## config.mk

```make
export PLATFORM = sky130hd
export DESIGN_NAME = sorted_list_insert_remove_core
export DESIGN_NICKNAME = d
export VERILOG_FILES = /design/src/rtl/sli_pkg.sv /design/src/rtl/sli_ram.sv /design/src/rtl/sorted_list_insert_remove_core.sv
export SDC_FILE = /design/constraint.sdc
export NUM_CORES = 1
export LEC_CHECK = 0
export ABC_CLOCK_PERIOD_IN_PS = 10300
export BUFFER_PORTS_ARGS = -buffer_cell sky130_fd_sc_hd__buf_2
export CAP_MARGIN = 5
export CELL_PAD_IN_SITES_DETAIL_PLACEMENT = 0
export CELL_PAD_IN_SITES_GLOBAL_PLACEMENT = 2
export CORE_MARGIN = 2
export CORE_UTILIZATION = 52
export CTS_CLUSTER_DIAMETER = 80
export CTS_CLUSTER_SIZE = 40
export DETAILED_ROUTE_END_ITERATION = 7
export GPL_ROUTABILITY_DRIVEN = 0
export MAX_ROUTING_LAYER = met4
export PLACE_DENSITY_LB_ADDON = 0.1
export SLEW_MARGIN = 30
export SYNTH_ARGS = -nofsm -noshare
export SYNTH_HDL_FRONTEND = slang
export SYNTH_HIERARCHICAL = 1
export SYNTH_SLANG_ARGS = --single-unit
```

## constraint.sdc

```tcl
create_clock -name i_clk -period 10.3 [get_ports i_clk]
set_input_delay 0.515 -clock i_clk [delete_from_list [all_inputs] [get_ports i_clk]]
set_output_delay 0.515 -clock i_clk [all_outputs]
set_load 0.01 [all_outputs]
```

## src/rtl/sli_pkg.sv

```systemverilog
// ----------------------------------------------------------------------------
// sli_pkg: shared types and codes of the sorted list core
// Opcodes, status codes and the command/result transaction structs.
// ----------------------------------------------------------------------------
package sli_pkg;

    localparam int unsigned HANDLE_W = 8;
    localparam int unsigned KEY_W    = 32;
    localparam int unsigned COUNT_W  = 5;

    localparam logic OP_INSERT = 1'b0;
    localparam logic OP_REMOVE = 1'b1;

    localparam logic [1:0] ST_OK      = 2'd0;
    localparam logic [1:0] ST_FULL    = 2'd1;
    localparam logic [1:0] ST_DUP     = 2'd2;
    localparam logic [1:0] ST_MISSING = 2'd3;

    typedef struct packed {
        logic                opcode;
        logic [HANDLE_W-1:0] item_handle;
        logic [KEY_W-1:0]    sort_key;
    } t_cmd;

    typedef struct packed {
        logic [COUNT_W-1:0]  entry_count;
        logic [1:0]          status;
        logic                head_valid;
        logic [HANDLE_W-1:0] head_handle;
        logic [KEY_W-1:0]    head_key;
    } t_rsp;

endpackage

```

## src/rtl/sli_ram.sv

```systemverilog
// ----------------------------------------------------------------------------
// sli_ram: generic single-port-write, single-read RAM
// One write and one registered read per cycle.
// ----------------------------------------------------------------------------
module sli_ram #(
    parameter int unsigned WIDTH = 8,
    parameter int unsigned DEPTH = 16
) (
    input  logic                     i_clk,
    input  logic                     i_we,
    input  logic [$clog2(DEPTH)-1:0] i_waddr,
    input  logic [WIDTH-1:0]         i_wdata,
    input  logic [$clog2(DEPTH)-1:0] i_raddr,
    output logic [WIDTH-1:0]         o_rdata
);
    logic [WIDTH-1:0] r_mem [DEPTH];
    logic [WIDTH-1:0] r_rdata;

    always_ff @(posedge i_clk) begin
        if (i_we) begin
            r_mem[i_waddr] <= i_wdata;
        end
        r_rdata <= r_mem[i_raddr];
    end

    assign o_rdata = r_rdata;
endmodule

```

## src/rtl/sorted_list_insert_remove_core.sv

```systemverilog
// ----------------------------------------------------------------------------
// sorted_list_insert_remove_core: bounded ascending-key list of entries
// Insert keeps ties in arrival order; remove deletes by handle.
// ----------------------------------------------------------------------------
// channel | direction | handshake         | payload
// command | in        | i_start & !o_busy | i_cmd (t_cmd)
// result  | out       | o_done strobe     | o_rsp (t_rsp)
//
// A transaction runs from acceptance through the o_done cycle: a scan
// reads the list to find the handle and the insert slot; on success a
// shift pass moves entries one at a time (read, then write back), and the
// head copy is reread from entry 0. o_busy holds through the o_done cycle.
// No clearing pass: only written entries are read. The receiver cannot
// stall; o_done lasts one cycle.
// ----------------------------------------------------------------------------
module sorted_list_insert_remove_core #(
    parameter int unsigned CAPACITY = 16
) (
    input  logic              i_clk,
    input  logic              i_rst_n,
    input  logic              i_start,
    input  sli_pkg::t_cmd     i_cmd,
    output logic              o_busy,
    output logic              o_done,
    output sli_pkg::t_rsp     o_rsp
);
    localparam int unsigned AW = (CAPACITY > 1) ? $clog2(CAPACITY) : 1;
    localparam int unsigned CW = $clog2(CAPACITY + 1);
    localparam int unsigned EW = sli_pkg::HANDLE_W + sli_pkg::KEY_W;

    typedef enum logic [5:0] {
        S_IDLE  = 6'b000001,
        S_SCAN  = 6'b000010,
        S_DEC   = 6'b000100,
        S_SHIFT = 6'b001000,
        S_HEAD  = 6'b010000,
        S_DONE  = 6'b100000
    } t_state;

    t_state               r_state, n_state;
    sli_pkg::t_cmd        r_cmd;
    logic [CW-1:0]        r_count, n_count;
    logic [CW-1:0]        r_idx, n_idx;      // scan/shift index
    logic                 r_rv, n_rv;        // read data valid this cycle
    logic [CW-1:0]        r_ridx, n_ridx;    // index of the data being returned
    logic [CW-1:0]        r_pos, n_pos;      // insert slot / remove position
    logic                 r_pos_set, n_pos_set;
    logic                 r_found, n_found;
    logic [1:0]           r_status, n_status;
    logic [EW-1:0]        r_head, n_head;

    logic                 we;
    logic [AW-1:0]        waddr, raddr;
    logic [EW-1:0]        wdata, rdata;
    logic [sli_pkg::HANDLE_W-1:0] rd_h;
    logic [sli_pkg::KEY_W-1:0]    rd_k;

    sli_ram #(.WIDTH(EW), .DEPTH(CAPACITY)) u_ram (
        .i_clk  (i_clk),
        .i_we   (we),
        .i_waddr(waddr),
        .i_wdata(wdata),
        .i_raddr(raddr),
        .o_rdata(rdata)
    );

    assign rd_h = rdata[EW-1 -: sli_pkg::HANDLE_W];
    assign rd_k = rdata[sli_pkg::KEY_W-1:0];

    always_comb begin
        n_state   = r_state;
        n_count   = r_count;
        n_idx     = r_idx;
        n_rv      = 1'b0;
        n_ridx    = r_ridx;
        n_pos     = r_pos;
        n_pos_set = r_pos_set;
        n_found   = r_found;
        n_status  = r_status;
        n_head    = r_head;
        we        = 1'b0;
        waddr     = r_idx[AW-1:0];
        wdata     = rdata;
        raddr     = r_idx[AW-1:0];
        case (r_state)
            S_IDLE: begin
                n_idx     = '0;
                n_pos     = r_count;
                n_pos_set = 1'b0;
                n_found   = 1'b0;
                if (i_start) begin
                    n_state = S_SCAN;
                end
            end
            S_SCAN: begin
                // issue reads while index below count and no handle match, then drain last read
                if (r_idx < r_count && !r_found) begin
                    n_rv   = 1'b1;
                    n_ridx = r_idx;
                    n_idx  = r_idx + 1'b1;
                end
                if (r_rv) begin
                    if (rd_h == r_cmd.item_handle && !r_found) begin
                        n_found = 1'b1;
                        if (r_cmd.opcode == sli_pkg::OP_REMOVE) begin
                            n_pos = r_ridx;
                        end
                    end
                    if (r_cmd.opcode == sli_pkg::OP_INSERT && !r_pos_set
                            && rd_k > r_cmd.sort_key) begin
                        n_pos     = r_ridx;
                        n_pos_set = 1'b1;
                    end
                end
                if (!(r_idx < r_count && !r_found) && !r_rv) begin
                    n_state = S_DEC;
                end else if (r_rv && rd_h == r_cmd.item_handle) begin
                    n_rv = 1'b0;  // early stop; drop in-flight read
                    n_state = S_DEC;
                end
            end
            S_DEC: begin
                n_rv = 1'b0;
                if (r_cmd.opcode == sli_pkg::OP_INSERT) begin
                    if (r_found) begin
                        n_status = sli_pkg::ST_DUP;
                        n_state  = S_DONE;
                    end else if (r_count == CW'(CAPACITY)) begin
                        n_status = sli_pkg::ST_FULL;
                        n_state  = S_DONE;
                    end else begin
                        n_status = sli_pkg::ST_OK;
                        n_idx    = r_count;   // shift down from the tail
                        n_state  = S_SHIFT;
                    end
                end else begin
                    if (!r_found) begin
                        n_status = sli_pkg::ST_MISSING;
                        n_state  = S_DONE;
                    end else begin
                        n_status = sli_pkg::ST_OK;
                        n_idx    = r_pos;
                        n_state  = S_SHIFT;
                    end
                end
            end
            S_SHIFT: begin
                if (r_cmd.opcode == sli_pkg::OP_INSERT) begin
                    // at idx: entry[idx] <= entry[idx-1], read then write
                    if (r_idx == r_pos) begin
                        we      = 1'b1;
                        waddr   = r_idx[AW-1:0];
                        wdata   = {r_cmd.item_handle, r_cmd.sort_key};
                        n_count = r_count + 1'b1;
                        n_state = S_HEAD;
                    end else if (!r_rv) begin
                        raddr  = AW'(r_idx - 1'b1);
                        n_rv   = 1'b1;
                    end else begin
                        we    = 1'b1;
                        waddr = r_idx[AW-1:0];
                        n_idx = r_idx - 1'b1;
                    end
                end else begin
                    // at idx: entry[idx] <= entry[idx+1]
                    if (r_idx + 1'b1 >= r_count) begin
                        n_count = r_count - 1'b1;
                        n_state = S_HEAD;
                    end else if (!r_rv) begin
                        raddr = AW'(r_idx + 1'b1);
                        n_rv  = 1'b1;
                    end else begin
                        we    = 1'b1;
                        waddr = r_idx[AW-1:0];
                        n_idx = r_idx + 1'b1;
                    end
                end
            end
            S_HEAD: begin
                // refresh head copy from entry 0
                raddr = '0;
                if (r_rv) begin
                    n_head  = rdata;
                    n_state = S_DONE;
                end else if (r_count == '0) begin
                    n_head  = '0;
                    n_state = S_DONE;
                end else begin
                    n_rv = 1'b1;
                end
            end
            S_DONE: begin
                n_state = S_IDLE;
            end
            default: begin
                n_state = S_IDLE;
            end
        endcase
    end

    always_ff @(posedge i_clk) begin
        if (!i_rst_n) begin
            r_state <= S_IDLE;
            r_count <= '0;
            r_rv    <= 1'b0;
            r_head  <= '0;
        end else begin
            r_state <= n_state;
            r_count <= n_count;
            r_rv    <= n_rv;
            r_head  <= n_head;
        end
    end

    always_ff @(posedge i_clk) begin
        if (r_state == S_IDLE && i_start) begin
            r_cmd <= i_cmd;
        end
        r_idx     <= n_idx;
        r_ridx    <= n_ridx;
        r_pos     <= n_pos;
        r_pos_set <= n_pos_set;
        r_found   <= n_found;
        r_status  <= n_status;
    end

    assign o_busy = (r_state != S_IDLE);
    assign o_done = (r_state == S_DONE);

    always_comb begin
        o_rsp             = '0;
        o_rsp.entry_count = sli_pkg::COUNT_W'(r_count);
        o_rsp.status      = r_status;
        o_rsp.head_valid  = (r_count != '0);
        if (r_count != '0) begin
            o_rsp.head_handle = r_head[EW-1 -: sli_pkg::HANDLE_W];
            o_rsp.head_key    = r_head[sli_pkg::KEY_W-1:0];
        end
    end

`ifndef SYNTHESIS
    a_count_max: assert property (@(posedge i_clk) disable iff (!i_rst_n)
        r_count <= CW'(CAPACITY)) else $error("count above capacity");
    a_done_one: assert property (@(posedge i_clk) disable iff (!i_rst_n)
        o_done |=> !o_done) else $error("done longer than one cycle");
    a_fail_keeps: assert property (@(posedge i_clk) disable iff (!i_rst_n)
        (o_done && o_rsp.status != sli_pkg::ST_OK) |-> $stable(r_count))
        else $error("failed transaction changed count");
    a_write_busy: assert property (@(posedge i_clk) disable iff (!i_rst_n)
        we |-> r_state == S_SHIFT) else $error("write outside shift");
`endif
endmodule
```

# Yosys cells after proc, flatten, opt, wreduce, memory -nomap -nowiden

Memory sizes are Yosys's and may differ from the RTL's. A register that Yosys moved wholly into a read port is not among the register bits.
Cells that the tools add are included.

Equality and inequality tests: 28
Add/sub/neg operators: 4
Muxes and demuxes: 71
Order comparisons: 3
Reduce and logical (&&, ||, !) cells: 25
Bitwise operators: 1

Operator list:

| cell                  | number |
|---|---|
| $mux W40              | 6 |
| $mux W5               | 17 |
| $mux W6               | 12 |
| $ne A3 B3 Y1 const B  | 11 |
| $gt A32 B32 Y1        | 1 |
| $pmux W6 S5           | 1 |
| $mux W1               | 21 |
| $mux W4               | 5 |
| $pmux W5 S4           | 1 |
| $ne A2 B2 Y1 const B  | 6 |
| $add A5 B1 Y5 const B | 2 |
| $pmux W5 S2           | 1 |
| $sub A5 B1 Y5 const B | 2 |
| $reduce_and A3 Y1     | 3 |
| $eq A8 B8 Y1          | 1 |
| $pmux W4 S2           | 1 |
| $reduce_and A8 Y1     | 1 |
| $logic_and A1 B1 Y1   | 7 |
| $eq A6 B1 Y1 const B  | 1 |
| $eq A6 B2 Y1 const B  | 1 |
| $eq A6 B3 Y1 const B  | 1 |
| $eq A6 B4 Y1 const B  | 1 |
| $eq A6 B5 Y1 const B  | 1 |
| $eq A6 B6 Y1 const B  | 1 |
| other kinds (18)      | 27 |

Register bits: 112
Memories: 1
Input port bits: 44
Output and inout bits: 50
RAM bits: 640

Memory list:

| name        | words | width | read ports | clocked after Yosys merged registers in | write ports | RTL line      | text |
|---|---|---|---|---|---|---|---|
| u_ram.r_mem | 16    | 40    | 1          | 1                                       | 1           | sli_ram.sv:16 | `logic [WIDTH-1:0] r_mem [DEPTH];` |

# Logic depth before layout (Yosys ltp)

Depth in word-level cells: 7
Gate-level depth with buffers: 17
Mapped depth without buffers: 14

# Modules after synthesis

Netlist, hierarchy kept.

Modules (own cells, without submodules):

| module                         | area each (µm²) | cells each | seq. area each (µm²) | instances |
|---|---|---|---|---|
| sli_ram                        | 25130.4         | 1040       | 20019.2              | 1 |
| sorted_list_insert_remove_core | 6526.3          | 636        | 2842.7               | 1 |

# Least setup slack after synthesis

OpenSTA, ideal clock, no wires.

Path type: register to register
Start point: reg r_idx[0]
End point: mem u_ram/r_mem[0][0] (netlist bit) (enable)
Stages on the path, launching flop included: 12
Arrival time: 5.315 ns
Path slack: 4.498 ns
Period minus slack after synthesis: 5.802 ns
Library setup time: 0.487 ns
Cells stage by stage: edfxtp_1 > clkbuf_1 > inv_1 > ha_1 > ha_1 > a21boi_0 > o211ai_1 > a21oi_1 > nor2_1 > o21a_1 > or3b_2 > nor3_1

Word-level cells in the longest chain between the ends: 7
Elaborated cells on any way between the ends: 9
Those cells by class: add/sub (1); order compare (1); eq/ne (1); mux (6)

Ends and longest elaborated chain:

| element                         | RTL line                              | text |
|---|---|---|
| start: declaration              | sorted_list_insert_remove_core.sv:43  | `logic [CW-1:0] r_idx, n_idx;` |
| start signal: assignment        | sorted_list_insert_remove_core.sv:219 | `r_idx <= n_idx;` |
| $add A5 B1 Y5                   | sorted_list_insert_remove_core.sv:166 | `if (r_idx + 1'b1 >= r_count) begin` |
| $ge A5 B5 Y1                    | sorted_list_insert_remove_core.sv:166 |  |
| $mux W1                         | sorted_list_insert_remove_core.sv:166 |  |
| $mux W1 *                       | sorted_list_insert_remove_core.sv:148 | `if (r_cmd.opcode == sli_pkg::OP_INSERT) begin` |
| $mux W1 *                       | sorted_list_insert_remove_core.sv:85  | `case (r_state)` |
| via we                          | sorted_list_insert_remove_core.sv:52  | `logic we;` |
| $mux W1 *                       | sli_ram.sv:20                         | `if (i_we) begin` |
| $mux W1 (not written as such) * | sli_ram.sv:21                         | `r_mem[i_waddr] <= i_wdata;` |
| end: declaration                | sli_ram.sv:16                         |  |

Mark *: on every way through the listed nets, which the timed path passes. The rest lies on a longest branch.

# Worst setup path after layout

Start point: reg r_idx[0]
End point: reg u_ram.r_rdata[39] (netlist: u_ram/o_rdata[39]), read port of u_ram.r_mem

Word-level cells in the longest chain between the ends: 5
Elaborated cells on any way between the ends: 10
Those cells by class: add/sub (2); order compare (1); eq/ne (1); mux (6)

Ends and longest elaborated chain:

| element                                               | RTL line                                                                     | text |
|---|---|---|
| $add A5 B1 Y5 / $sub A5 B1 Y5 (equally long branches) | -                                                                            |  |
| $ge A5 B5 Y1 (tied with other cells)                  | sorted_list_insert_remove_core.sv:166                                        |  |
| $mux W4, on equally long branches                     | sorted_list_insert_remove_core.sv:166, sorted_list_insert_remove_core.sv:150 |  |
| $mux W4                                               | sorted_list_insert_remove_core.sv:148                                        |  |
| $pmux W4 S2 *                                         | sorted_list_insert_remove_core.sv:85                                         |  |
| via raddr[0]                                          | sorted_list_insert_remove_core.sv:53                                         | `logic [AW-1:0] waddr, raddr;` |
| end: declaration                                      | sli_ram.sv:17                                                                | `logic [WIDTH-1:0] r_rdata;` |

Marks and branches as above.
A chain may end at the register's enable or synchronous reset.

==> run metrics <==
Fmax=181 MHz; CTS max path bufs=3; Worst IR Drop VDD=153 uV; max_cap viols=0; critical path startpoint=r_idx[0]; Hold Crit Start=i_cmd[24]; Inst Count DP=2501; worst slew pin tran=0.986 ns; WL/cell=29.0 um; Clock Skew=0.0394 ns; initial core utilization=0.525; Final HPWL DP=40300 um; outcome=finished, final reports clean; GRT Overall Usage=0.246; CP required=10.77 ns; pwr dens=229 nW/um^2; die area=62900 sq um; antenna violations before repair=2; Area Overhead vs Synth=8.58%; setup TNS=0 ns; Final period util=0.537; CP Max Fanout=111; largest family of logic cells by synthesized area=multiplexers; final setup fails=0; multiplexer area fraction after synthesis=0.138; Syn Inst Count=1676; routed wire length=74400 um; Clock Latency Late Sink=0.62 ns; async set-reset flop share out of synthesis=0; Via density=6.19; Chip Width=251 um; CP startpoint kind=register; Worst EP arrival=6.00 ns; Worst-path clk slew=0.12 ns; root buffer cell=clkbuf_16; Adder-Cell Fraction of Synth Area=0.0200; hold buffers post-CTS=0; overall via count from detail_route=15900; largest net degree at the start of global routing=112; FP Rows=90; DRT Pass-1 Iters=5; Setup CP Type=reg2reg; post-CTS setup buffer count=0; Compound-Gate Fraction of Synth Area=0.0473; average size of a mapped cell=18.9 sq um; share of post-route cells with drive strength above 1=0.202; GR Overflow Total=0; CTS tree=built; cts bufs inserted=37; post-route non-filler standard cell count=2569; Final Slew Violations=0; Synth Warn #=6; most used flip-flop cell after synthesis=edfxtp_1; Core ar.=60200 sq um; syn nets=1770; nets=1854; first-pass GRT wire length=108000 um; Die Ht=251 um; total DRC errors in the routed layout=0; placed instance area=33000 sq um; post-route ant nets=0; vias in the first global route=15900; port buffer count=93; DR iter-0 viols=1728; H-tree lvl count=2; sequential area share after synthesis=0.722; I/O pin total=94; RSZ-0062 raised after global routing=no; reg2reg start=r_idx[0]; CP endpoint kind=register; max-slew headroom at the worst pin=0.341; Resize count post-CTS=0; Hold Fails Final Rpt=0; Yosys cell types=64; count of flip-flops with a built-in enable after synthesis=700; Hold Crit Class=in2reg; fin crit period=5.53 ns; post-synthesis xor/xnor area fraction=0.00719; Synth Area in Simple Gates=0.0421; CTS sink cnt=792; synthesized area=31700 sq um; final instance area=34400 sq um; leakage=0.0113 uW; Synth Register Bits=792
[routing by layer]
metal	GRT usage	up-vias	routed length [um]
met1	0.353	8375	32700
met4	0.0578	0	1550
met2	0.385	512	35700
met3	0.0295	83	4350
li1	-	6923	-
met5	-	-	0
[cell usage in the layout (no fill, tap or decap), drive strengths merged, types with 2 or more instances in the layout]
cell type,netlist,layout
clkbuf,47,39
a211oi,3,3
mux2,39,39
a221o,3,3
o21a,4,4
and2,7,7
clkinvlp,0,2
o21ai,28,28
nand2b,5,5
o31ai,2,2
buf,39,131
nand3,7,7
nor3,10,10
nand4,10,10
a21oi,22,22
inv,49,64
o211ai,5,5
o221ai,2,2
a22oi,122,122
ha,49,49
a21o,4,4
nor2,38,38
edfxtp,700,700
dfxtp,92,92
a22o,2,2
nand2,71,71
xnor2,25,25
mux4,160,160
clkinv,0,9
nor2b,85,85
a31o,2,2
nor4,6,6
nand3b,6,6
mux2i,9,9
[registers in the layout, summed over array words and instances, names as in the netlist]
register       count
r_count            5
r_pos              5
r_found            1
r_ridx             5
r_rv               1
r_idx              5
u_ram/o_rdata     40
u_ram/r_mem      640
r_head            40
r_cmd             41
r_status           2
r_state            6
r_pos_set          1
[cell usage after synthesis, types with 2 or more instances]
cell type  number  area, sq um
a22o_1          2         17.5
edfxtp_1      700        21000
a21oi_1        22          110
buf_6           5         56.3
dfxtp_1        92         1840
o211ai_1        5         37.5
and2_1          7         43.8
o221ai_1        2         17.5
nand4_1        10         62.6
ha_1           49          613
mux2i_1         9         90.1
buf_2          18         90.1
mux4_2        100         2250
mux2_2         34          383
buf_1           5         18.8
a22oi_1       122          916
nor4_1          4         25.0
nor3_1         10         50.1
o21a_1          4         30.0
a21o_1          4         30.0
a211oi_1        3         22.5
mux2_1          5         56.3
nand2_1        71          267
nand2b_1        5         31.3
o21ai_0        27          135
nand3_1         7         35.0
a31o_2          2         17.5
o31ai_1         2         15.0
inv_1          49          184
nor2_1         38          143
a221o_1         3         30.0
buf_12         11          220
nand3b_1        5         37.5
xnor2_1        25          219
clkbuf_1       47          176
mux4_1         60         1580
nor2b_1        85          532
[cell type report]
| type | instances | area, sq um |
|---|---|---|
| clock buffers | 39 | 933 |
| fillers | 4501 | 25900 |
| well taps | 782 | 978 |
| inverters | 49 | 184 |
| flip-flops and latches | 792 | 22900 |
| clock inverters | 26 | 353 |
| diodes | 1 | 2.50 |
| multi-input cells | 749 | 8240 |
| repair buffers | 131 | 823 |
[cells by family (layout without fill, tap and decap cells)]
| logic type | Yosys count | after routing |
|---|---|---|
| DFF | 792 | 792 |
| and+or+nand+nor | 253 | 253 |
| AOI/OAI and AO/OA | 212 | 212 |
| muxes | 208 | 208 |
| buffers and inverters | 135 | 245 |
| adders and majority gates | 50 | 50 |
| xor gates and xnor gates | 26 | 26 |
| other | 0 | 1 |
[worst paths after layout]
| path | endpoint | slack [ns] | cells after the start |
|---|---|---|---|
| hold / removal | r_cmd[24] | 0.07 | 1 |
| setup reg to reg | u_ram/o_rdata[39] | 4.77 | 15 |
| hold reg to reg | r_head[33] | 0.52 | 2 |
| setup / recovery | u_ram/o_rdata[39] | 4.77 | 15 |
[stage by stage]
stage | setup slack (ns) | hold slack [ns] | utilization | total power [uW]
floorplan | 4.50 | 0.480 | - | 5580
global placement | 4.82 | 0.494 | 0.548 | 6060
detailed placement | 4.70 | 0.498 | 0.548 | 6110
CTS | 4.70 | 0.0352 | 0.570 | 7920
global route | 4.30 | 0.0472 | 0.571 | 8220
finish | 4.77 | 0.0666 | 0.571 | 7860
[critical path, cell delays in order (launching register included)]
cell	delay (ns)
edfxtp_1	0.83
inv_1	0.14
ha_1	0.39
ha_1	0.30
a21boi_0	0.18
o211ai_1	0.13
a21oi_1	0.25
nor2_1	0.11
nand2_1	0.22
o211ai_1	0.16
o31ai_4	0.14
buf_12	0.69
buf_4	0.84
mux4_1	0.64
a22oi_1	0.18
nand2_1	0.08
[where the power goes]
group	switching, uW	internal [uW]	leakage [uW]
Clock	1100	738	0.000613
Sequential	163	4010	0.00711
Combinational	1120	732	0.00355
No activity file was read; power rests on OpenSTA's default activity.
